===== src/rtl/wsel_pkg.sv =====
// ============================================================================
// wsel_pkg
// Types and codes shared by the weight-sorted entry list and its cells.
// ============================================================================
package wsel_pkg;

    localparam int TYPE_W    = 2;
    localparam int KIND_W    = 1;
    localparam int PAYLOAD_W = 9;
    localparam int WEIGHT_W  = 32;
    localparam int STATUS_W  = 2;
    localparam int ECOUNT_W  = 9;

    localparam logic [TYPE_W-1:0] REQ_APPEND = 2'd0;
    localparam logic [TYPE_W-1:0] REQ_REMOVE = 2'd1;
    localparam logic [TYPE_W-1:0] REQ_INSERT = 2'd2;

    localparam logic [STATUS_W-1:0] ST_DONE  = 2'd0;
    localparam logic [STATUS_W-1:0] ST_FULL  = 2'd1;
    localparam logic [STATUS_W-1:0] ST_EMPTY = 2'd2;

    typedef struct packed {
        logic [KIND_W-1:0]    kind;
        logic [PAYLOAD_W-1:0] payload;
        logic [WEIGHT_W-1:0]  weight;
    } entry_t;

    typedef struct packed {
        logic   ins;
        logic   app;
        logic   pop;
        entry_t elem;
    } cell_ctrl_t;

    typedef struct packed {
        logic [STATUS_W-1:0]  status;
        logic                 out_valid;
        logic [KIND_W-1:0]    out_kind;
        logic [PAYLOAD_W-1:0] out_payload;
        logic [WEIGHT_W-1:0]  out_weight;
        logic [ECOUNT_W-1:0]  entry_count;
    } rsp_t;

endpackage


===== src/rtl/wsel_cell.sv =====
// ============================================================================
// wsel_cell
// One slot of the list. Slot 0 holds the tail; higher slots go toward the head.
// Shift toward the head on an insert above the insert point, shift toward the
// tail on a remove, and pass the "all heavier up to here" flag down the row.
// ============================================================================
module wsel_cell #(
    parameter int IDX   = 0,
    parameter int CNT_W = 9
) (
    input  logic                   clk,
    input  wsel_pkg::cell_ctrl_t   ctrl,
    input  logic [CNT_W-1:0]       count,
    input  logic                   s_above,
    input  logic                   s_below,
    input  wsel_pkg::entry_t       prev_data,
    input  wsel_pkg::entry_t       next_data,
    output logic                   s_out,
    output wsel_pkg::entry_t       data
);

    wsel_pkg::entry_t data_reg;
    wsel_pkg::entry_t data_next;
    logic             occ;
    logic             heavier;

    assign occ     = CNT_W'(IDX) < count;
    assign heavier = data_reg.weight > ctrl.elem.weight;
    assign s_out   = s_above & (!occ | heavier | ctrl.app);
    assign data    = data_reg;

    always_comb
    begin
        data_next = data_reg;
        if (ctrl.ins)
        begin
            if (s_below)
            begin
                data_next = prev_data;
            end
            else if (s_out)
            begin
                data_next = ctrl.elem;
            end
        end
        else if (ctrl.pop)
        begin
            data_next = next_data;
        end
    end

    always_ff @(posedge clk)
    begin
        data_reg <= data_next;
    end

endmodule


===== config.mk =====
export PLATFORM = sky130hd
export DESIGN_NAME = wsel_cell
export DESIGN_NICKNAME = d
export VERILOG_FILES = /design/src/rtl/wsel_pkg.sv /design/src/rtl/wsel_cell.sv
export SDC_FILE = /design/constraint.sdc
export NUM_CORES = 1
export LEC_CHECK = 0
export CELL_PAD_IN_SITES_DETAIL_PLACEMENT = 0
export CELL_PAD_IN_SITES_GLOBAL_PLACEMENT = 1
export CORE_ASPECT_RATIO = 0.5
export CORE_MARGIN = 5
export CORE_UTILIZATION = 41
export CTS_CLUSTER_SIZE = 8
export DETAILED_ROUTE_END_ITERATION = 10
export DONT_BUFFER_PORTS = 1
export MAX_ROUTING_LAYER = met4
export PLACE_DENSITY = 0.83
export SYNTH_ARGS = -nofsm -noshare
export SYNTH_HDL_FRONTEND = slang
export SYNTH_SLANG_ARGS = --single-unit

===== constraint.sdc =====
create_clock -name clk -period 3.5 [get_ports clk]
set_input_delay 0.7 -clock clk [delete_from_list [all_inputs] [get_ports clk]]
set_output_delay 0.7 -clock clk [all_outputs]
set_load 0.01 [all_outputs]

==> qor.yml <==
wire_per_inst_um: 19.04
post-cts-setup-buffers: 0
cts_inserted_buffers: 5
grt_pass1_vias: 2320
finalSetupViolations: 0
fin_cells: 389
ys_warn_count: 0
clock-sinks: 42
row_count: 21
drc_errors: 0
critPathArrivalTime_ps: 2410
synthesis.nets: 473
drt_iter0_markers: 71
critical_path_class: "register to primary output"
peakVddDrop_mv: 0.1672
die_x_um: 130.1
rsz0062_at_grt: "false"
syn_inst: 300
largest_reg_flops: 42
min_path_type: "input pin to register"
grt_use_total_pct: 16.15
drive_above_1_share_pct: 3.367
ant_nets: 0
avgSynthCellArea_sq_um: 9.864
grt_max_degree: 87
clockBufferDepth: 2
yosysSeqAreaShare_pct: 42.62
max_cap_violations: 0
max-slew-margin-rel_pct: 66.25
gp_congestion: 0.7741
ys_types: 27
ctsHoldBuffers: 0
nFillCells: 661
cts-resized-gates: 0
nNetsFinal: 469
hpwl_mm: 6.009
die_area_sq_mm: 0.009119
setup_tns_ps: 0
fin_crit_ps: 3113
syn_to_final_growth_pct: 7.357
firstDrtPassIters: 4
cts_tree: "done"
via_count: 2185
start_util_pct: 43.15
finClkSkew_ps: 5.118
ios: 184
die_h_um: 70.07
routed_via_density: 5.617
netlist_area_sq_mm: 0.002959
cts.htree.levels: 2
placed_cells: 381
status: "finished, final reports clean"
ys_ff_latch: 42
hold_viol_final: 0
max_freq_ghz: 0.3213
endpoint_kind: "primary output"
crit_required_ps: 2800
antenna_found_initial: 0
grt_pass1_wl_mm: 11.33
tightest_slew_ps: 493.5
p_per_area_mw_per_mm2: 415.7
clkLatencyLatePin_ps: 280
root_buffer: "clkbuf_16"
drt-total-wl_mm: 7.407
critPathLaunchType: "register"
power_leakage_nw: 1.406
grt_remaining_overflow: 0
clkTransAtPathRegs_ps: 60
port_buffers: 0
diodes: 0
slew_viol_final: 0
core_area_sq_mm: 0.006858
period_share_pct: 88.93
cp_max_fo: 4
-- final cells by class --
type	instances	area [sq um]	share of cell area (%)
Multi-Input combinational cell	211	1518	47.77
Sequential cell	42	1261	39.70
Clock buffer	5	125.1	3.939
Inverter	33	123.9	3.899
Tap cell	92	115.1	3.623
Timing Repair Buffer	3	22.52	0.7089
Clock inverter	3	11.26	0.3545
-- critical path: stages, from the launching register on --
cell      delay, ps
edfxtp_1        470
ha_1            350
nand4_1         220
nor4_1          420
nor2b_1         200
o31ai_1         110
a31oi_1         200
buf_4           160
-- cell usage after synthesis --
| library cell | instances | area, sq um |
|---|---|---|
| buf_2 | 4 | 20.02 |
| a21o_1 | 5 | 37.54 |
| edfxtp_1 | 42 | 1261 |
| o22a_1 | 1 | 8.760 |
| a2111oi_0 | 2 | 17.52 |
| nor2_1 | 44 | 165.2 |
| o31ai_2 | 1 | 12.51 |
| clkbuf_1 | 10 | 37.54 |
| nor2b_1 | 2 | 12.51 |
| o21ai_0 | 1 | 5.000 |
| nand4_1 | 8 | 50.05 |
| ha_1 | 32 | 400.4 |
| o21a_1 | 1 | 7.510 |
| nor4_1 | 3 | 18.77 |
| nand2b_1 | 1 | 6.260 |
| inv_1 | 33 | 123.9 |
| a211oi_1 | 1 | 7.510 |
| a31oi_1 | 2 | 12.51 |
| nor3_1 | 1 | 5.000 |
| a21oi_1 | 53 | 265.3 |
| nand3_1 | 3 | 15.01 |
| o211ai_1 | 1 | 7.510 |
| a221o_1 | 1 | 10.01 |
| nand2_1 | 4 | 15.01 |
| o221ai_1 | 1 | 8.760 |
| mux2i_1 | 42 | 420.4 |
| o31ai_1 | 1 | 7.510 |
-- layer usage --
metal / GRT usage, % / up-vias / part of all wire (%)
met5: - / - / 0
met4: 4.032 / 0 / 1.1
met3: 4.037 / 7 / 7.4
met2: 28.09 / 76 / 53
met1: 18.72 / 1011 / 39
li1: - / 1091 / -
-- final timing paths --
check                     start                  to  slack, ps  cells after the start
max          data[31]$_DFFE_PP_               s_out        390                      7
min                    ctrl[44]  data[17]$_DFFE_PP_        630                      1
max reg2reg  data[31]$_DFFE_PP_  data[11]$_DFFE_PP_        650                      8
min reg2reg  data[15]$_DFFE_PP_  data[41]$_DFFE_PP_       1580                      7
-- placed cells by master (no fill, tap or decap), types with 2 or more instances in the layout --
cell	count
mux2i_1	42
inv_1	33
edfxtp_1	42
buf_4	3
nor4_1	3
nand3_1	3
nor2_1	44
a2111oi_0	2
nand4_1	8
nand2_1	4
ha_1	32
a21oi_1	53
a21o_1	5
clkinv_1	3
a31oi_1	2
clkbuf_16	5
nor2b_1	2
-- metrics by stage --
stage	utilization (%)	power [mW]	hold WS (ps)	setup slack [ps]	instance area, sq um
CTS	46.32	1.344	620.9	324.3	3177
global placement	44.34	0.8884	915.8	472.9	3040
global route	46.32	1.401	615.8	148.0	3177
floorplan	-	0.8599	925.6	419.5	2960
finish	46.32	1.321	631.1	387.4	3177
detailed placement	44.34	0.9013	919.8	428.4	3040
-- cell families after synthesis --
logic type | after synthesis | share of synthesized area (%)
compound gates | 71 | 13.78
fa+ha+maj | 32 | 13.53
buf+inv | 47 | 6.131
flops | 42 | 42.62
mux | 42 | 14.21
simple gates | 66 | 9.725
-- report_power, final --
group	total, mW	internal (mW)	switching, mW	leakage (nW)
combinational	0.207	0.101	0.107	0.927
clock	0.435	0.257	0.178	0.0663
sequential	0.678	0.620	0.0575	0.412
total	1.32	0.978	0.343	1.41
No activity file was read; power rests on OpenSTA's default activity.
